### config.mk
export PLATFORM = sky130hd
export DESIGN_NAME = echo_tracking_score_accumulator_unit
export DESIGN_NICKNAME = d
export VERILOG_FILES = /design/src/design/etsa_pkg.sv /design/src/design/etsa_front.sv /design/src/design/etsa_fifo.sv /design/src/design/etsa_iter.sv /design/src/design/etsa_back.sv /design/src/design/echo_tracking_score_accumulator_unit.sv
export VERILOG_INCLUDE_DIRS = /design/src /design/src/design
export SDC_FILE = /design/constraint.sdc
export NUM_CORES = 2
export LEC_CHECK = 0
export BUFFER_PORTS_ARGS = -buffer_cell sky130_fd_sc_hd__buf_4
export CORE_MARGIN = 1
export CORE_UTILIZATION = 40
export CTS_BUF_LIST = sky130_fd_sc_hd__clkbuf_4
export DETAILED_ROUTE_END_ITERATION = 6
export PLACE_DENSITY = 0.66
export SETUP_SLACK_MARGIN = 0.2
export SLEW_MARGIN = 5
export SYNTH_ARGS = -nofsm -noshare
export SYNTH_HDL_FRONTEND = slang
export SYNTH_SLANG_ARGS = --single-unit
### constraint.sdc
create_clock -name clk -period 9.75 [get_ports clk]
set_input_delay 0.4875 -clock clk [delete_from_list [all_inputs] [get_ports clk]]
set_output_delay 0.4875 -clock clk [all_outputs]
set_load 0.02 [all_outputs]
### src/design/echo_tracking_score_accumulator_unit_assert.svh
// Assertion macros shared by the checking code of the accumulator.
`ifndef ECHO_TRACKING_SCORE_ACCUMULATOR_UNIT_ASSERT_SVH
`define ECHO_TRACKING_SCORE_ACCUMULATOR_UNIT_ASSERT_SVH

// Same-cycle implication, off during reset.
`define ETSA_CHECK(label, ante, cons, msg) \
  label: assert property (@(posedge clk) disable iff (rst) (ante) |-> (cons)) else $error(msg);

// Next-cycle implication, off during reset.
`define ETSA_CHECK_NEXT(label, ante, cons, msg) \
  label: assert property (@(posedge clk) disable iff (rst) (ante) |=> (cons)) else $error(msg);

`endif

### src/design/etsa_pkg.sv
package etsa_pkg;

  // Default sizes of the accumulators
  localparam int COUNT_BITS_DEF = 24;
  localparam int SUM_BITS_DEF   = 56;

  // Field widths
  localparam int CMD_W     = 2;
  localparam int HGT_W     = 16;
  localparam int REAL_W    = 15;
  localparam int N_W       = 24;
  localparam int TOL_W     = 15;
  localparam int CFG_IDX_W = 1;
  localparam int CNT_OUT_W = 24;
  localparam int RATE_W    = 17;
  localparam int RATE_FRAC = 16;
  localparam int Q_ONE     = 65536;
  localparam int RMSE_W    = 23;
  localparam int RMSE_MAX  = 8388607;

  // Internal widths
  localparam int ERR_W      = 16;
  localparam int SQ_W       = 2 * ERR_W;
  localparam int COL_W      = 12;
  localparam int DIST_W     = 13;
  localparam int X_W        = 46;
  localparam int SQRT_STEPS = X_W / 2;
  localparam int QUEUE_DEPTH = 2;

  // Column math: height / 10 as a multiply by reciprocal
  localparam int COL_MUL   = 52429;
  localparam int COL_SHIFT = 19;

  // Overlap: zero at a column distance of OVLP_SPAN, a hit up to OVLP_HIT
  localparam int OVLP_SPAN = 50;
  localparam int OVLP_HIT  = 20;
  localparam int OV_IDX_W  = 6;
  localparam int OV_TAB_N  = 1 << OV_IDX_W;

  // Register indexes and reset values
  localparam logic [CFG_IDX_W-1:0] REG_NEAR = 1'b0;
  localparam logic [CFG_IDX_W-1:0] REG_FAR  = 1'b1;
  localparam logic [TOL_W-1:0] NEAR_TOL_RST = 15'd30;
  localparam logic [TOL_W-1:0] FAR_TOL_RST  = 15'd200;

  // Estimate code for a lost echo
  localparam logic [HGT_W-1:0] LOST_CODE = 16'hFFFF;

  typedef enum logic [CMD_W-1:0] {
    CMD_SAMPLE = 2'd0,
    CMD_CLEAR  = 2'd1,
    CMD_REPORT = 2'd2,
    CMD_NONE   = 2'd3
  } cmd_e;

  // Classified request between front and back
  typedef struct packed {
    cmd_e               kind;
    logic [RATE_W-1:0]  overlap;
    logic               lost;
    logic               near_hit;
    logic               far_hit;
    logic               ovl_hit;
    logic [ERR_W-1:0]   abs_err;
    logic [N_W-1:0]     n;
  } op_t;

  // One result item
  typedef struct packed {
    logic [RATE_W-1:0]    overlap_rate;
    logic [CNT_OUT_W-1:0] lost_count;
    logic [CNT_OUT_W-1:0] near_count;
    logic [CNT_OUT_W-1:0] overlap_count;
    logic [CNT_OUT_W-1:0] far_count;
    logic [RATE_W-1:0]    echo_rate;
    logic [RATE_W-1:0]    height_rate;
    logic [RATE_W-1:0]    lost_rate;
    logic [RMSE_W-1:0]    rmse;
    logic                 status;
  } res_t;

  // Control to the iterative divide / root unit
  typedef struct packed {
    logic start;
    logic sqrt_mode;
  } rpt_req_t;

  typedef logic [OV_TAB_N-1:0][RATE_W-1:0] ov_tab_t;

  // Overlap in Q1.16 for each column distance, zero from OVLP_SPAN up
  function automatic ov_tab_t ov_table();
    ov_tab_t t;
    t = '0;
    for (int i = 0; i < OVLP_SPAN; i++) begin
      t[i] = RATE_W'(((OVLP_SPAN - i) * Q_ONE) / OVLP_SPAN);
    end
    return t;
  endfunction

  localparam ov_tab_t OV_TAB = ov_table();

  // Dividend width of the shared divider
  function automatic int dvd_width(int count_bits, int sum_bits);
    return ((sum_bits > count_bits) ? sum_bits : count_bits) + RATE_FRAC;
  endfunction

endpackage

### src/design/etsa_front.sv
module etsa_front (
  input  logic                             clk,
  input  logic                             rst,
  input  logic                             cfg_write,
  input  logic [etsa_pkg::CFG_IDX_W-1:0]   cfg_index,
  input  logic [etsa_pkg::TOL_W-1:0]       cfg_data,
  input  logic                             push,
  output logic                             full,
  input  logic [etsa_pkg::CMD_W-1:0]       cmd,
  input  logic signed [etsa_pkg::HGT_W-1:0] eva_height,
  input  logic [etsa_pkg::REAL_W-1:0]      real_height,
  input  logic [etsa_pkg::N_W-1:0]         sample_count,
  output logic                             q_push,
  output etsa_pkg::op_t                    q_data,
  input  logic                             q_full
);
  import etsa_pkg::*;

  localparam int PROD_W = 2 * HGT_W;

  logic [TOL_W-1:0] near_tol, far_tol;

  // Stage 1: captured request
  logic               s1_v;
  logic [CMD_W-1:0]   s1_cmd;
  logic [HGT_W-1:0]   s1_eva;
  logic [REAL_W-1:0]  s1_real;
  logic [N_W-1:0]     s1_n;

  // Stage 2: columns and error
  logic               s2_v;
  logic [CMD_W-1:0]   s2_cmd;
  logic               s2_eva_neg;
  logic [COL_W-1:0]   s2_qe, s2_qr;
  logic [ERR_W-1:0]   s2_abs;
  logic               s2_lost;
  logic [N_W-1:0]     s2_n;

  logic               s1_ready, s2_ready;
  logic [HGT_W-1:0]   eva_mag;
  logic [PROD_W-1:0]  prod_e, prod_r;
  logic [COL_W-1:0]   qe, qr;
  logic signed [ERR_W:0] err;
  logic [ERR_W-1:0]   abs_err;
  logic [DIST_W-1:0]  col_dist;

  assign s2_ready = !s2_v || !q_full;
  assign s1_ready = !s1_v || s2_ready;
  assign full     = !s1_ready;

  // Column = height / 10, truncated toward zero on the magnitude
  always_comb begin
    eva_mag = s1_eva[HGT_W-1] ? (~s1_eva + 1'b1) : s1_eva;
    prod_e  = PROD_W'(eva_mag) * PROD_W'(COL_MUL);
    prod_r  = PROD_W'(s1_real) * PROD_W'(COL_MUL);
    qe      = COL_W'(prod_e >> COL_SHIFT);
    qr      = COL_W'(prod_r >> COL_SHIFT);
    err     = $signed({2'b00, s1_real}) - $signed({s1_eva[HGT_W-1], s1_eva});
    abs_err = err[ERR_W] ? ERR_W'(-err) : ERR_W'(err);
  end

  // Column distance; a negative estimate sits left of every real column
  always_comb begin
    if (s2_eva_neg) begin
      col_dist = DIST_W'(s2_qe) + DIST_W'(s2_qr);
    end else if (s2_qe >= s2_qr) begin
      col_dist = DIST_W'(s2_qe - s2_qr);
    end else begin
      col_dist = DIST_W'(s2_qr - s2_qe);
    end
  end

  // Classified request
  always_comb begin
    q_data.kind     = cmd_e'(s2_cmd);
    q_data.overlap  = (col_dist[DIST_W-1:OV_IDX_W] == '0) ?
                      OV_TAB[col_dist[OV_IDX_W-1:0]] : '0;
    q_data.lost     = s2_lost;
    q_data.near_hit = s2_abs < ERR_W'(near_tol);
    q_data.far_hit  = s2_abs <= ERR_W'(far_tol);
    q_data.ovl_hit  = col_dist <= DIST_W'(OVLP_HIT);
    q_data.abs_err  = s2_abs;
    q_data.n        = s2_n;
  end

  assign q_push = s2_v && !q_full;

  // Control and tolerance registers
  always_ff @(posedge clk) begin
    if (rst) begin
      s1_v     <= 1'b0;
      s2_v     <= 1'b0;
      near_tol <= NEAR_TOL_RST;
      far_tol  <= FAR_TOL_RST;
    end else begin
      if (s1_ready) begin
        s1_v <= push;
      end
      if (s2_ready) begin
        s2_v <= s1_v;
      end
      if (cfg_write && cfg_index == REG_NEAR) begin
        near_tol <= cfg_data;
      end
      if (cfg_write && cfg_index == REG_FAR) begin
        far_tol <= cfg_data;
      end
    end
  end

  // Payload
  always_ff @(posedge clk) begin
    if (push && s1_ready) begin
      s1_cmd  <= cmd;
      s1_eva  <= eva_height;
      s1_real <= real_height;
      s1_n    <= sample_count;
    end
    if (s1_v && s2_ready) begin
      s2_cmd     <= s1_cmd;
      s2_eva_neg <= s1_eva[HGT_W-1];
      s2_qe      <= qe;
      s2_qr      <= qr;
      s2_abs     <= abs_err;
      s2_lost    <= (s1_eva == LOST_CODE);
      s2_n       <= s1_n;
    end
  end

endmodule

### src/design/etsa_fifo.sv
module etsa_fifo (
  input  logic          clk,
  input  logic          rst,
  input  logic          push,
  input  etsa_pkg::op_t wdata,
  output logic          full,
  input  logic          pop,
  output etsa_pkg::op_t rdata,
  output logic          empty
);
  import etsa_pkg::*;

  // Depth is a power of two, so the pointers wrap by themselves
  localparam int PTR_W = $clog2(QUEUE_DEPTH);
  localparam int CNT_W = $clog2(QUEUE_DEPTH + 1);

  op_t              slot [QUEUE_DEPTH];
  logic [PTR_W-1:0] wp, rp;
  logic [CNT_W-1:0] cnt;
  logic             do_push, do_pop;

  assign full    = (cnt == CNT_W'(QUEUE_DEPTH));
  assign empty   = (cnt == '0);
  assign do_push = push && !full;
  assign do_pop  = pop && !empty;
  assign rdata   = slot[rp];

  // Pointers and fill count
  always_ff @(posedge clk) begin
    if (rst) begin
      wp  <= '0;
      rp  <= '0;
      cnt <= '0;
    end else begin
      if (do_push) begin
        wp <= wp + 1'b1;
      end
      if (do_pop) begin
        rp <= rp + 1'b1;
      end
      if (do_push && !do_pop) begin
        cnt <= cnt + 1'b1;
      end else if (do_pop && !do_push) begin
        cnt <= cnt - 1'b1;
      end
    end
  end

  // Storage
  always_ff @(posedge clk) begin
    if (do_push) begin
      slot[wp] <= wdata;
    end
  end

endmodule

### src/design/etsa_iter.sv
module etsa_iter #(
  parameter int DVD_W = etsa_pkg::dvd_width(etsa_pkg::COUNT_BITS_DEF, etsa_pkg::SUM_BITS_DEF)
) (
  input  logic                         clk,
  input  logic                         rst,
  input  etsa_pkg::rpt_req_t           req,
  input  logic [DVD_W-1:0]             operand,
  input  logic [etsa_pkg::N_W-1:0]     divisor,
  output logic                         done,
  output logic [DVD_W-1:0]             quot,
  output logic [etsa_pkg::RMSE_W-1:0]  root
);
  import etsa_pkg::*;

  localparam int STEP_W = $clog2(DVD_W + 1);

  logic              busy, sqrt_mode;
  logic [STEP_W-1:0] cnt;

  // Divider: dividend shifts out at the top, quotient bits enter below
  logic [DVD_W-1:0]  acc;
  logic [N_W-1:0]    rem, dsr;
  logic [N_W:0]      sh, diff;
  logic              dge;

  // Root: digit by digit, two bits of the operand per step
  logic [X_W-1:0]    xr, rt, bt;
  logic [X_W:0]      trial;
  logic              sge;

  always_comb begin
    sh    = {rem, acc[DVD_W-1]};
    diff  = sh - {1'b0, dsr};
    dge   = !diff[N_W];
    trial = {1'b0, rt} + {1'b0, bt};
    sge   = {1'b0, xr} >= trial;
  end

  assign quot = acc;
  assign root = rt[RMSE_W-1:0];

  // Control
  always_ff @(posedge clk) begin
    if (rst) begin
      busy <= 1'b0;
      done <= 1'b0;
      cnt  <= '0;
    end else begin
      done <= 1'b0;
      if (req.start) begin
        busy <= 1'b1;
        cnt  <= req.sqrt_mode ? STEP_W'(SQRT_STEPS) : STEP_W'(DVD_W);
      end else if (busy) begin
        cnt <= cnt - 1'b1;
        if (cnt == STEP_W'(1)) begin
          busy <= 1'b0;
          done <= 1'b1;
        end
      end
    end
  end

  // Datapath
  always_ff @(posedge clk) begin
    if (req.start) begin
      sqrt_mode <= req.sqrt_mode;
      acc       <= operand;
      rem       <= '0;
      dsr       <= divisor;
      xr        <= operand[X_W-1:0];
      rt        <= '0;
      bt        <= X_W'(1) << (X_W - 2);
    end else if (busy) begin
      if (sqrt_mode) begin
        xr <= sge ? X_W'({1'b0, xr} - trial) : xr;
        rt <= sge ? (rt >> 1) + bt : rt >> 1;
        bt <= bt >> 2;
      end else begin
        rem <= dge ? diff[N_W-1:0] : sh[N_W-1:0];
        acc <= {acc[DVD_W-2:0], dge};
      end
    end
  end

endmodule

### src/design/etsa_back.sv
module etsa_back #(
  parameter int COUNT_BITS = etsa_pkg::COUNT_BITS_DEF,
  parameter int SUM_BITS   = etsa_pkg::SUM_BITS_DEF,
  parameter int DVD_W      = etsa_pkg::dvd_width(COUNT_BITS, SUM_BITS)
) (
  input  logic                         clk,
  input  logic                         rst,
  input  logic                         q_empty,
  input  etsa_pkg::op_t                q_data,
  output logic                         q_pop,
  output etsa_pkg::rpt_req_t           rpt_req,
  output logic [DVD_W-1:0]             rpt_operand,
  output logic [etsa_pkg::N_W-1:0]     rpt_divisor,
  input  logic                         rpt_done,
  input  logic [DVD_W-1:0]             rpt_quot,
  input  logic [etsa_pkg::RMSE_W-1:0]  rpt_root,
  input  logic                         pop,
  output logic                         empty,
  output etsa_pkg::res_t               res
);
  import etsa_pkg::*;

  localparam int CW = (COUNT_BITS > CNT_OUT_W) ? COUNT_BITS : CNT_OUT_W;
  localparam int NUM_RATES = 3;
  localparam logic [1:0] RATE_ECHO   = 2'd0;
  localparam logic [1:0] RATE_HEIGHT = 2'd1;
  localparam logic [1:0] RATE_LOST   = 2'd2;

  typedef enum logic [3:0] {
    ST_IDLE,
    ST_SQUARE,
    ST_ACCUM,
    ST_RATE_GO,
    ST_RATE_WAIT,
    ST_ERR_GO,
    ST_ERR_WAIT,
    ST_ROOT_GO,
    ST_ROOT_WAIT
  } state_t;

  state_t state, state_next;
  op_t    cur;
  logic [SQ_W-1:0] sq;

  logic [COUNT_BITS-1:0] lost_tot, near_tot, ovl_tot, far_tot;
  logic [COUNT_BITS-1:0] lost_next, near_next, ovl_next, far_next;
  logic [SUM_BITS-1:0]   sum, sum_next;
  logic [1:0]            rate_idx, rate_idx_next;
  logic [RATE_W-1:0]     rate_q [NUM_RATES];
  logic [RATE_W-1:0]     rate_next [NUM_RATES];
  logic                  out_v, out_v_next;
  res_t                  res_next;

  logic                  take, emit, e_rep, e_status;
  logic [RATE_W-1:0]     e_ov;
  logic [RMSE_W-1:0]     e_rmse;
  logic [COUNT_BITS-1:0] rate_cnt;
  logic [CW-1:0]         n_w, lost_w, cnt_w;
  logic [SUM_BITS:0]     sum_add;
  logic [RATE_W-1:0]     rate_val;

  function automatic logic [COUNT_BITS-1:0] sat_inc(logic [COUNT_BITS-1:0] c);
    return (&c) ? c : c + 1'b1;
  endfunction

  function automatic logic [CNT_OUT_W-1:0] cnt_view(logic [COUNT_BITS-1:0] c);
    logic [CW-1:0] w;
    w = CW'(c);
    return w[CNT_OUT_W-1:0];
  endfunction

  assign empty = !out_v;
  assign take  = (state == ST_IDLE) && !q_empty && (!out_v || pop);
  assign q_pop = take;

  // Count that feeds the current rate
  always_comb begin
    unique case (rate_idx)
      RATE_ECHO:   rate_cnt = ovl_tot;
      RATE_HEIGHT: rate_cnt = near_tot;
      RATE_LOST:   rate_cnt = lost_tot;
      default:     rate_cnt = '0;
    endcase
  end

  // Sequencer
  always_comb begin
    state_next    = state;
    lost_next     = lost_tot;
    near_next     = near_tot;
    ovl_next      = ovl_tot;
    far_next      = far_tot;
    sum_next      = sum;
    rate_idx_next = rate_idx;
    rate_next     = rate_q;
    emit          = 1'b0;
    e_rep         = 1'b0;
    e_status      = 1'b0;
    e_ov          = '0;
    e_rmse        = '0;
    rpt_req       = '0;
    rpt_operand   = '0;
    rpt_divisor   = cur.n;
    n_w           = CW'(cur.n);
    lost_w        = CW'(lost_tot);
    cnt_w         = CW'(rate_cnt);
    rate_val      = (cnt_w >= n_w) ? RATE_W'(Q_ONE) : rpt_quot[RATE_W-1:0];
    sum_add       = (SUM_BITS + 1)'(sum) + (SUM_BITS + 1)'(sq);

    unique case (state)
      ST_IDLE: begin
        if (take) begin
          unique case (q_data.kind)
            CMD_SAMPLE: state_next = ST_SQUARE;
            CMD_CLEAR: begin
              lost_next = '0;
              near_next = '0;
              ovl_next  = '0;
              far_next  = '0;
              sum_next  = '0;
              emit      = 1'b1;
            end
            CMD_REPORT: begin
              if (q_data.n == '0) begin
                emit     = 1'b1;
                e_status = 1'b1;
              end else begin
                rate_idx_next = RATE_ECHO;
                state_next    = ST_RATE_GO;
              end
            end
            CMD_NONE: emit = 1'b1;
          endcase
        end
      end
      ST_SQUARE: state_next = ST_ACCUM;
      ST_ACCUM: begin
        if (cur.lost) begin
          lost_next = sat_inc(lost_tot);
        end else begin
          sum_next = sum_add[SUM_BITS] ? '1 : sum_add[SUM_BITS-1:0];
          if (cur.near_hit) near_next = sat_inc(near_tot);
          if (cur.ovl_hit)  ovl_next  = sat_inc(ovl_tot);
          if (cur.far_hit)  far_next  = sat_inc(far_tot);
        end
        emit       = 1'b1;
        e_ov       = cur.overlap;
        state_next = ST_IDLE;
      end
      ST_RATE_GO: begin
        rpt_req.start = 1'b1;
        rpt_operand   = DVD_W'(rate_cnt) << RATE_FRAC;
        state_next    = ST_RATE_WAIT;
      end
      ST_RATE_WAIT: begin
        if (rpt_done) begin
          rate_next[rate_idx] = rate_val;
          if (rate_idx == RATE_LOST) begin
            if (n_w <= lost_w) begin
              // no sample left for the error average
              emit       = 1'b1;
              e_rep      = 1'b1;
              e_status   = 1'b1;
              state_next = ST_IDLE;
            end else begin
              state_next = ST_ERR_GO;
            end
          end else begin
            rate_idx_next = rate_idx + 1'b1;
            state_next    = ST_RATE_GO;
          end
        end
      end
      ST_ERR_GO: begin
        rpt_req.start = 1'b1;
        rpt_operand   = DVD_W'(sum) << RATE_FRAC;
        rpt_divisor   = N_W'(n_w - lost_w);
        state_next    = ST_ERR_WAIT;
      end
      ST_ERR_WAIT: begin
        if (rpt_done) begin
          if (|rpt_quot[DVD_W-1:X_W]) begin
            // mean square error beyond the root range
            emit       = 1'b1;
            e_rep      = 1'b1;
            e_rmse     = RMSE_W'(RMSE_MAX);
            state_next = ST_IDLE;
          end else begin
            state_next = ST_ROOT_GO;
          end
        end
      end
      ST_ROOT_GO: begin
        rpt_req.start     = 1'b1;
        rpt_req.sqrt_mode = 1'b1;
        rpt_operand       = rpt_quot;
        state_next        = ST_ROOT_WAIT;
      end
      ST_ROOT_WAIT: begin
        if (rpt_done) begin
          emit       = 1'b1;
          e_rep      = 1'b1;
          e_rmse     = rpt_root;
          state_next = ST_IDLE;
        end
      end
      default: state_next = ST_IDLE;
    endcase
  end

  // Result assembly
  always_comb begin
    res_next = res;
    if (emit) begin
      res_next.overlap_rate  = e_ov;
      res_next.lost_count    = cnt_view(lost_next);
      res_next.near_count    = cnt_view(near_next);
      res_next.overlap_count = cnt_view(ovl_next);
      res_next.far_count     = cnt_view(far_next);
      res_next.echo_rate     = e_rep ? rate_next[RATE_ECHO] : '0;
      res_next.height_rate   = e_rep ? rate_next[RATE_HEIGHT] : '0;
      res_next.lost_rate     = e_rep ? rate_next[RATE_LOST] : '0;
      res_next.rmse          = e_rmse;
      res_next.status        = e_status;
    end
    if (emit) begin
      out_v_next = 1'b1;
    end else if (pop && out_v) begin
      out_v_next = 1'b0;
    end else begin
      out_v_next = out_v;
    end
  end

  // State, accumulators and the result register
  always_ff @(posedge clk) begin
    if (take) begin
      cur <= q_data;
    end
    sq     <= cur.abs_err * cur.abs_err;
    rate_q <= rate_next;
    res    <= res_next;
    if (rst) begin
      state    <= ST_IDLE;
      out_v    <= 1'b0;
      lost_tot <= '0;
      near_tot <= '0;
      ovl_tot  <= '0;
      far_tot  <= '0;
      sum      <= '0;
      rate_idx <= '0;
    end else begin
      state    <= state_next;
      out_v    <= out_v_next;
      lost_tot <= lost_next;
      near_tot <= near_next;
      ovl_tot  <= ovl_next;
      far_tot  <= far_next;
      sum      <= sum_next;
      rate_idx <= rate_idx_next;
    end
  end

endmodule

### src/design/echo_tracking_score_accumulator_unit.sv
// Echo tracking score accumulator. Requests enter through a queue-style port
// (push/full) and each gives exactly one result (empty/pop). A two-stage
// front computes the box overlap and the error classes and hands them to the
// back through a two-entry queue. In the back a sample passes take, square,
// then accumulate and write the result; a clear or unused command ends at
// take. A report runs up to three rate divisions and one error division
// through a shared restoring divider, one quotient bit per cycle, and a
// 23-step square root, DVD_W = max(SUM_BITS, COUNT_BITS) + 16. A finished
// result waits in an output register, so the back starts the next request as
// soon as it is popped. Tolerances are written through cfg_write/cfg_index/
// cfg_data; the user must do so only while idle, the block does not enforce it.
`include "echo_tracking_score_accumulator_unit_assert.svh"

module echo_tracking_score_accumulator_unit #(
  parameter int COUNT_BITS = etsa_pkg::COUNT_BITS_DEF,
  parameter int SUM_BITS   = etsa_pkg::SUM_BITS_DEF
) (
  input  logic                              clk,
  input  logic                              rst,
  input  logic                              cfg_write,
  input  logic [etsa_pkg::CFG_IDX_W-1:0]    cfg_index,
  input  logic [etsa_pkg::TOL_W-1:0]        cfg_data,
  input  logic                              push,
  output logic                              full,
  input  logic [etsa_pkg::CMD_W-1:0]        cmd,
  input  logic signed [etsa_pkg::HGT_W-1:0] eva_height,
  input  logic [etsa_pkg::REAL_W-1:0]       real_height,
  input  logic [etsa_pkg::N_W-1:0]          sample_count,
  input  logic                              pop,
  output logic                              empty,
  output logic [etsa_pkg::RATE_W-1:0]       overlap_rate,
  output logic [etsa_pkg::CNT_OUT_W-1:0]    lost_count,
  output logic [etsa_pkg::CNT_OUT_W-1:0]    near_count,
  output logic [etsa_pkg::CNT_OUT_W-1:0]    overlap_count,
  output logic [etsa_pkg::CNT_OUT_W-1:0]    far_count,
  output logic [etsa_pkg::RATE_W-1:0]       echo_rate,
  output logic [etsa_pkg::RATE_W-1:0]       height_rate,
  output logic [etsa_pkg::RATE_W-1:0]       lost_rate,
  output logic [etsa_pkg::RMSE_W-1:0]       rmse,
  output logic                              status
);
  import etsa_pkg::*;

  localparam int DVD_W = dvd_width(COUNT_BITS, SUM_BITS);

  logic             q_push, q_full, q_pop, q_empty;
  op_t              q_in, q_head;
  rpt_req_t         rpt_req;
  logic [DVD_W-1:0] rpt_operand, rpt_quot;
  logic [N_W-1:0]   rpt_divisor;
  logic             rpt_done;
  logic [RMSE_W-1:0] rpt_root;
  res_t             res;

  etsa_front u_front (
    .clk          (clk),
    .rst          (rst),
    .cfg_write    (cfg_write),
    .cfg_index    (cfg_index),
    .cfg_data     (cfg_data),
    .push         (push),
    .full         (full),
    .cmd          (cmd),
    .eva_height   (eva_height),
    .real_height  (real_height),
    .sample_count (sample_count),
    .q_push       (q_push),
    .q_data       (q_in),
    .q_full       (q_full)
  );

  etsa_fifo u_fifo (
    .clk   (clk),
    .rst   (rst),
    .push  (q_push),
    .wdata (q_in),
    .full  (q_full),
    .pop   (q_pop),
    .rdata (q_head),
    .empty (q_empty)
  );

  etsa_iter #(
    .DVD_W (DVD_W)
  ) u_iter (
    .clk     (clk),
    .rst     (rst),
    .req     (rpt_req),
    .operand (rpt_operand),
    .divisor (rpt_divisor),
    .done    (rpt_done),
    .quot    (rpt_quot),
    .root    (rpt_root)
  );

  etsa_back #(
    .COUNT_BITS (COUNT_BITS),
    .SUM_BITS   (SUM_BITS),
    .DVD_W      (DVD_W)
  ) u_back (
    .clk         (clk),
    .rst         (rst),
    .q_empty     (q_empty),
    .q_data      (q_head),
    .q_pop       (q_pop),
    .rpt_req     (rpt_req),
    .rpt_operand (rpt_operand),
    .rpt_divisor (rpt_divisor),
    .rpt_done    (rpt_done),
    .rpt_quot    (rpt_quot),
    .rpt_root    (rpt_root),
    .pop         (pop),
    .empty       (empty),
    .res         (res)
  );

  // Result fields
  assign overlap_rate  = res.overlap_rate;
  assign lost_count    = res.lost_count;
  assign near_count    = res.near_count;
  assign overlap_count = res.overlap_count;
  assign far_count     = res.far_count;
  assign echo_rate     = res.echo_rate;
  assign height_rate   = res.height_rate;
  assign lost_rate     = res.lost_rate;
  assign rmse          = res.rmse;
  assign status        = res.status;

  // Checks
  `ETSA_CHECK(a_status_zero_rmse, !empty && status, rmse == '0, "rmse set on a failed report")
  `ETSA_CHECK(a_sample_no_report, !empty && overlap_rate != '0, status == 1'b0 && rmse == '0 && echo_rate == '0, "sample result carries report fields")
  `ETSA_CHECK(a_rate_range, !empty, echo_rate <= RATE_W'(Q_ONE) && height_rate <= RATE_W'(Q_ONE) && lost_rate <= RATE_W'(Q_ONE), "rate above one")
  `ETSA_CHECK_NEXT(a_queue_fill, q_push && !q_pop, !q_empty, "queue lost a request")

endmodule

# Word level (Yosys, flattened, before mapping)
# Memory sizes are Yosys's and may differ from the RTL's. A register that Yosys moved wholly into a read port is not among the register bits.
# Index checks and enable logic that the tools add are counted.
[classes] addsub=22 n_mul=3 order_cmp=10 n_eq_ne=29 n_mux=103 n_bitwise=5 n_reduce_logical=54
[op_table] operator="2-to-1 mux 24 bit" count=21
[op_table] operator="2-to-1 mux 46 bit" count=5
[op_table] operator="2-to-1 mux 56 bit" count=4
[op_table] operator="2-to-1 mux 72 bit" count=3
[op_table] operator="case mux 72 bit (3 select lines)" count=1
[op_table] operator="case mux 24 bit (2 select lines)" count=4
[op_table] operator="case mux 56 bit (2 select lines)" count=1
[op_table] operator="2-to-1 mux 51 bit" count=2
[op_table] operator="adder 24 x 1 -> 24 bit, second input constant" count=4
[op_table] operator="AND reduction 24 bit" count=4
[op_table] operator="case mux 24 bit (3 select lines)" count=1
[op_table] operator="2-to-1 mux 23 bit" count=3
[op_table] operator="2-to-1 mux 17 bit" count=4
[op_table] operator="adder 56 x 32 -> 57 bit" count=1
[op_table] operator="bitwise mux 51 bit" count=1
[op_table] operator="adder 46 x 45 -> 47 bit" count=1
[op_table] operator="greater-or-equal comparator 46 x 47 -> 1 bit" count=1
[op_table] operator="adder 45 x 45 -> 46 bit" count=1
[op_table] operator="case mux 23 bit (2 select lines)" count=1
[op_table] operator="subtractor 46 bit" count=1
[op_table] operator="demux 17 bit (select 2 bit)" count=1
[op_table] operator="multiplier 16 x 16 -> 32 bit" count=1
[op_table] operator="2-to-1 mux 16 bit" count=2
[op_table] operator="case mux 4 bit (8 select lines)" count=1
[op_table] operator="61 further kinds" count=157
[totals] ff_bits=897 ramBits=126 rom_bits=1088 input_bits=78 out_inout_bits=190 word_cells=286 mem_count=2
[mem_list] name="(name not given)" depth=64 word_bits=17 read_ports=1 rd_ports_with_merged_regs=0 wr=0 line_no="etsa_front.sv:77" text="OV_TAB[col_dist[OV_IDX_W-1:0]] : '0;"
[mem_list] name="u_fifo.slot" depth=2 word_bits=63 read_ports=1 rd_ports_with_merged_regs=1 wr=1 line_no="etsa_fifo.sv:17" text="op_t slot [QUEUE_DEPTH];"

# Depth between registers and ports, before layout
[logic_depth] depth_word=8 mapped_depth=30 mapped_depth_nobuf=30

# Modules after synthesis
# From an unflattened synthesis, not the netlist that was laid out.
[hier_totals] cells_unflattened=7375 hier_area_um2=71332.2
[modules_own_cells] module="etsa_back" instances=1 cells_per_inst=3424 area_each_um2=31645.4 seq_area_each_um2=12301.8
[modules_own_cells] module="etsa_front" instances=1 cells_per_inst=1834 area_each_um2=18111.1 seq_area_each_um2=4394.2
[modules_own_cells] module="etsa_iter" instances=1 cells_per_inst=1896 area_each_um2=16822.4 seq_area_each_um2=6336.1
[modules_own_cells] module="etsa_fifo" instances=1 cells_per_inst=221 area_each_um2=4753.3 seq_area_each_um2=3883.7

# Worst setup path after synthesis
# Ideal clock, no wire load.
[synth_timing] path_kind="register -> register" from="register u_iter.rt[4]" to="register u_iter.xr[0], enable pin" setup_time_ns=0.513 t_arrival_ns=7.810 required_ns=9.237 path_slack_ns=1.426 stages_incl_launch_ff=24 n_path_buf=2 synth_period_minus_slack_ns=8.324 cell_sequence="dfxtp_1 ha_1 a211oi_1 a211oi_1 nand2_1 o31ai_1 a21oi_1 a41o_1 o21ba_2 nor2_1 or2_2 a31oi_1 xor2_1 ha_1 clkbuf_1 nand4_1 nor4_1 nand4_1 nor2_1 a211oi_1 a21oi_1 nand3_1 clkbuf_1 o21ai_0"
[synth_via] elab_chain_cells=4
[synth_rtl] item="start: declaration" line_no="etsa_iter.sv:27" text="logic [X_W-1:0] xr, rt, bt;"
[synth_rtl] item="start signal: assignment" line_no="etsa_iter.sv:76" text="rt <= sge ? (rt >> 1) + bt : rt >> 1;"
[synth_rtl] item="adder 46 x 45 -> 47 bit" line_no="etsa_iter.sv:35" text="trial = {1'b0, rt} + {1'b0, bt};"
[synth_rtl] item="greater-or-equal comparator 46 x 47 -> 1 bit" line_no="etsa_iter.sv:36" text="sge = {1'b0, xr} >= trial;"
[synth_rtl] item="nonzero test 2 bit (no source line)"
[synth_rtl] item="AND reduction 3 bit (no source line)"
[synth_rtl] item="end signal: assignment" line_no="etsa_iter.sv:70" text="xr <= operand[X_W-1:0];"
[synth_rtl] item="end signal: assignment" line_no="etsa_iter.sv:75" text="xr <= sge ? X_W'({1'b0, xr} - trial) : xr;"
[synth_rtl] item="end: declaration" line_no="etsa_iter.sv:27"
# No other way between the ends.
# A chain may end at the register's enable or synchronous reset.

# Final worst setup path
[layout_timing] from="register u_front.s1_eva[3]" to="register u_front.s2_qe[11], data pin"
[layout_via] elab_chain_cells=4
[layout_rtl] item="start: declaration" line_no="etsa_front.sv:26" text="logic [HGT_W-1:0] s1_eva;"
[layout_rtl] item="start signal: assignment" line_no="etsa_front.sv:115" text="s1_eva <= eva_height;"
[layout_rtl] item="NOT 16 bit" line_no="etsa_front.sv:53" text="eva_mag = s1_eva[HGT_W-1] ? (~s1_eva + 1'b1) : s1_eva;"
[layout_rtl] item="adder 16 x 1 -> 16 bit" line_no="etsa_front.sv:53"
[layout_rtl] item="2-to-1 mux 16 bit (*)" line_no="etsa_front.sv:53"
[layout_rtl] item="multiplier 16 x 16 -> 31 bit (*)" line_no="etsa_front.sv:54" text="prod_e = PROD_W'(eva_mag) * PROD_W'(COL_MUL);"
[layout_rtl] item="named net u_front.prod_e[30]" line_no="etsa_front.sv:41" text="logic [PROD_W-1:0] prod_e, prod_r;"
[layout_rtl] item="end signal: assignment" line_no="etsa_front.sv:122" text="s2_qe <= qe;"
[layout_rtl] item="end: declaration" line_no="etsa_front.sv:34" text="logic [COL_W-1:0] s2_qe, s2_qr;"
# The timed path passes the listed nets; every way through them passes the cells marked *.

==> impl.org <==
** Setup path
- At the worst endpoint, the arrival time is 8.63 ns.
- In this run the critical register-to-register path is captured at u_front.s2_qe[11].
- The worst register-to-register path has a setup slack of 2.08 ns.
- CP Class :: reg -> reg
- Along the worst path, the maximum fanout reaches 6.
- Kind of end point of the critical path :: flop
- Startpoint types :: flop
- At the worst endpoint, the required time is 10.71 ns.
- Reg2reg path depth :: 26
- The worst register-to-register path begins at u_front.s1_eva[3].

** Hold path
- In this run the most critical hold path is launched from cfg_data[7].
- Endpoint, Worst Hold :: u_front.far_tol[7]
- The min-delay analysis places its worst path in the category in -> reg.
- Worst hold path stage count :: 4

** Place
- Routability cong. :: 0.905
- Dpl hpwl :: 137 mm
- Buffers added on ports :: 267

** Floorplan
- Die area :: 173000 um^2
- Initial core utilization :: 40.4%
- Die Span Y :: 416 um
- 268 I/O pins were placed.
- Total number of placement rows :: 151
- Std-Cell Core Area :: 170000 um^2
- Die span in x :: 416 um

** GRT
- Global-route usage over all layers :: 21.0%
- Entering global routing, the biggest net connects 103 pins.
- The initial antenna violation count came to 10.
- Wire length of the first global-routing pass :: 290 mm
- Via count of the first global-routing pass :: 53163
- Overflow after GRT :: 0

** STA
- Highest clock frequency the design can meet :: 0.130 GHz
- The clock period could shrink to 7.67 ns.
- The final number of max-transition violations was 0.
- Slew HR :: 20.4%
- Final number of setup-violating endpoints :: 0
- The count of endpoints failing hold in the final timing report was 0.
- At the pin with the least slew margin, the transition time is 1.19 ns.
- Dividing the final minimum period by the clock period gives 78.7%.
- Hold is met by 0.112 ns.
- For the final routed database, the setup TNS stands at 0 ns.
- Final Skew :: 0.136 ns
- Unrepaired setup endpoints after global routing :: no

** Synth
- Sequential elements use 39.2% of the synthesized area.
- Synthesis produced a netlist whose cell count is 7057.
- Measured against the total synthesized area, the mux share comes to 1.45%.
- Xor/xnor share of the synthesized area :: 4.13%
- Largest family of logic cells by synthesized area :: adder cells
- Number of enable-type register cells in the synthesized netlist :: 643
- Summing the areas of all and, or, nand and nor instances in the mapped netlist gives 14.2% of the synthesized area.
- Yosys printed 0 warnings.
- Commonest register cell after synthesis :: edfxtp_1
- Synthesis inferred 1023 register bits.
- Syn Std Cell Area :: 68600 um^2
- For this run, asynchronously set or reset flops after synthesis account for 0%.
- Adder-cell share of the synthesized area :: 20.5%
- When the netlist entered floorplanning its net count stood at 8075.
- The synthesized netlist devotes 14.7% of its cell area to compound gates.
- Number of distinct library cells after synthesis :: 103
- Syn_area_per_cell :: 9.73 um^2

** Detailed routing
- Initial DRT Pass Iterations :: 7
- For this block, wires on met1 add up to 78.8 mm.
- Dividing the detail-routed via count by the number of cells gives 5.44.
- Remaining DRCs :: 20
- Detailed-route wire length :: 185 mm
- Antenna violation net count after detailed routing :: 0
- Top layer used by detailed routing :: met4
- Initial drt markers :: 4058
- Met2 routed WL :: 90.0 mm
- Avg WL per Cell :: 18.6 um
- After detailed routing, the met3 layer carries 9.86 mm of wire.
- The detailed router placed 54245 vias in this run.

** Clock tree
- CTS placed an instance of clkbuf_4 at the clock tree root.
- Clock Tree Buf Depth :: 4
- Number of sinks driven by the clock tree :: 1023
- Clk slew on worst S/H paths :: 0.07 ns
- Inserted Clock Buffers :: 293
- Post-cts gate resize count :: 0
- TritonCTS built the clock tree.
- For the worst-skew pair, the clock arrives at the later sink with an insertion delay of 1.31 ns.
- The H-tree was split into 5 levels.

** Finish
- Area Overhead vs Synth :: 13.3%
- Share of cells above drive strength 1 :: 12.0%
- Fill cells in the final layout number 15938.
- At the end of the flow, the number of nets in the layout was 8550.
- Area of combinational cells with multiple inputs :: 37900 um^2
- For this run, the share of the core covered by cells in the final layout is 45.8%.
- Storage element area :: 26900 um^2

** Flow run
- Across the run, the number of max-cap violations was 0.

** Status
- Status :: finished, violations left
- The final reports fail on design-rule violations.
[worst max-delay path, cell delays in order (launching register included)]
cell      delay (ns)
edfxtp_1        0.48
nor4_1          0.40
nand2_1         0.13
nor3_1          0.28
nand2_1         0.13
o41ai_1         0.33
xnor2_1         0.43
ha_1            0.41
ha_1            0.31
fa_1            0.53
fa_1            0.44
fa_1            0.54
inv_1           0.05
fa_1            0.54
inv_1           0.05
ha_1            0.31
a211oi_1        0.28
nand3b_1        0.12
a31oi_1         0.20
nor3_1          0.09
a211oi_1        0.21
nand2_1         0.16
a41oi_1         0.27
a21oi_1         0.15
a211o_1         0.32
a21oi_1         0.19
xnor2_1         0.08
[metrics by stage]
| stage | setup slack [ns] | std cells | area (um^2) |
|---|---|---|---|
| after global placement | 2.12 | 9301 | 72700 |
| after detailed placement | 2.10 | 9301 | 72700 |
| after floorplan | 1.43 | 7057 | 68600 |
| after global routing | 1.51 | 9971 | 77800 |
| final | 2.08 | 9971 | 77800 |
| after CTS | 2.09 | 9958 | 77800 |
[flip-flops by register name, summed over array words and instances, names as in the netlist, 31 cells and up, named ones only]
signal and count:
u_iter.rt 46, u_fifo.slot 126, u_back.sq 31, u_back.sum 56
u_back.cur 37, u_iter.quot 72, u_back.res 188, u_back.rate_q 51
u_iter.xr 46
[cell usage in the layout (no fill, tap or decap), types with 18 or more instances in the layout]
cell           instances
inv_1                718
nand4_1               86
a211oi_1              72
nand2_1              825
o211ai_1              30
a31o_2                19
dlygate4sd3_1        154
a222oi_1              42
clkinv_1              58
a21oi_1              410
nor3_1               101
mux2i_1               25
and4_1                20
xnor2_1              203
o21ai_0              439
nor2b_1              150
nand3_1              178
o22ai_1               18
mux2_2                66
a22o_1                22
nor2_1               389
a31oi_1               98
ha_1                 630
nor4_1                30
and2_1                72
o31ai_1               46
nand2b_1              50
clkbuf_4             421
o21bai_1              33
dfxtp_1              379
buf_4                313
o21a_1                62
fa_1                 310
a21o_1               107
edfxtp_1             643
or2_2                 18
or3_1                 28
and3_1                67
xor2_1               119
[how the worst max path moves through the flow]
stage / to / from / slack [ns]
6_report: u_front.s2_qe[11] / u_front.s1_eva[3] / 2.08
5_1_grt: u_front.s2_qe[11] / u_front.s1_eva[3] / 1.51
4_1_cts: u_front.s2_qe[11] / u_front.s1_eva[3] / 2.09
3_5_place_dp: u_front.s2_qe[11] / u_front.s1_eva[3] / 2.10
3_3_place_gp: u_front.s2_qe[11] / u_front.s1_eva[3] / 2.12
2_1_floorplan: u_iter.xr[0] / u_iter.rt[4] / 1.43
[repair_timing]
action,in CTS,in global routing
setup endpoints to repair,0,0
endpoints found under the hold margin,161,0
setup buffers,0,0
hold buffers,154,0
[cell type report]
type	instances	share of cell area, %
clock inverter	82	0.492
timing repair buffer	468	5.02
inverter	723	3.49
tap	2218	3.57
sequential	1023	34.6
multi-input combinational	5023	48.7
clock buffer	421	4.06
antenna	13	0.0418
[routing by layer]
layer / track usage, % / vias to the layer above
met3: 3.00 / 364
met2: 35.7 / 1650
li1: - / 26001
met4: 8.36 / 0
met5: 0 / -
met1: 26.7 / 26230
[synthesized netlist by cell type (20+ instances only)]
cell | instances | area share, %
nand3_1 | 178 | 1.3
clkbuf_1 | 249 | 1.4
edfxtp_1 | 643 | 28
inv_1 | 721 | 3.9
o21ai_0 | 440 | 3.2
mux2_2 | 66 | 1.1
o211ai_1 | 30 | 0.33
fa_1 | 310 | 9.0
and2_1 | 72 | 0.66
nand2_1 | 827 | 4.5
and4_1 | 20 | 0.26
a222oi_1 | 42 | 0.61
mux2i_1 | 25 | 0.36
a21o_1 | 107 | 1.2
ha_1 | 630 | 11
nor4_1 | 31 | 0.28
nand2b_1 | 50 | 0.46
nand4_1 | 86 | 0.78
a21oi_1 | 411 | 3.0
a31oi_1 | 99 | 0.90
o21bai_1 | 33 | 0.36
and3_1 | 69 | 0.63
o21a_1 | 62 | 0.68
a22o_1 | 22 | 0.28
or3_1 | 28 | 0.26
nor3_1 | 103 | 0.75
nor2b_1 | 153 | 1.4
o31ai_1 | 46 | 0.50
nor2_1 | 398 | 2.2
a211oi_1 | 72 | 0.79
dfxtp_1 | 380 | 11
xnor2_1 | 204 | 2.6
xor2_1 | 120 | 1.5
[kinds of logic after synthesis]
logic type	after synthesis
flip-flops	1023
adder cells (fa/ha/maj)	940
XOR/XNOR	324
AND/OR/NAND/NOR	2081
AO/OA/AOI/OAI	1587
buffers and inverters	1011
multiplexers	91
Power is not shown: default switching activity piles up to over one toggle a cycle in this logic, so the estimate is an artifact.
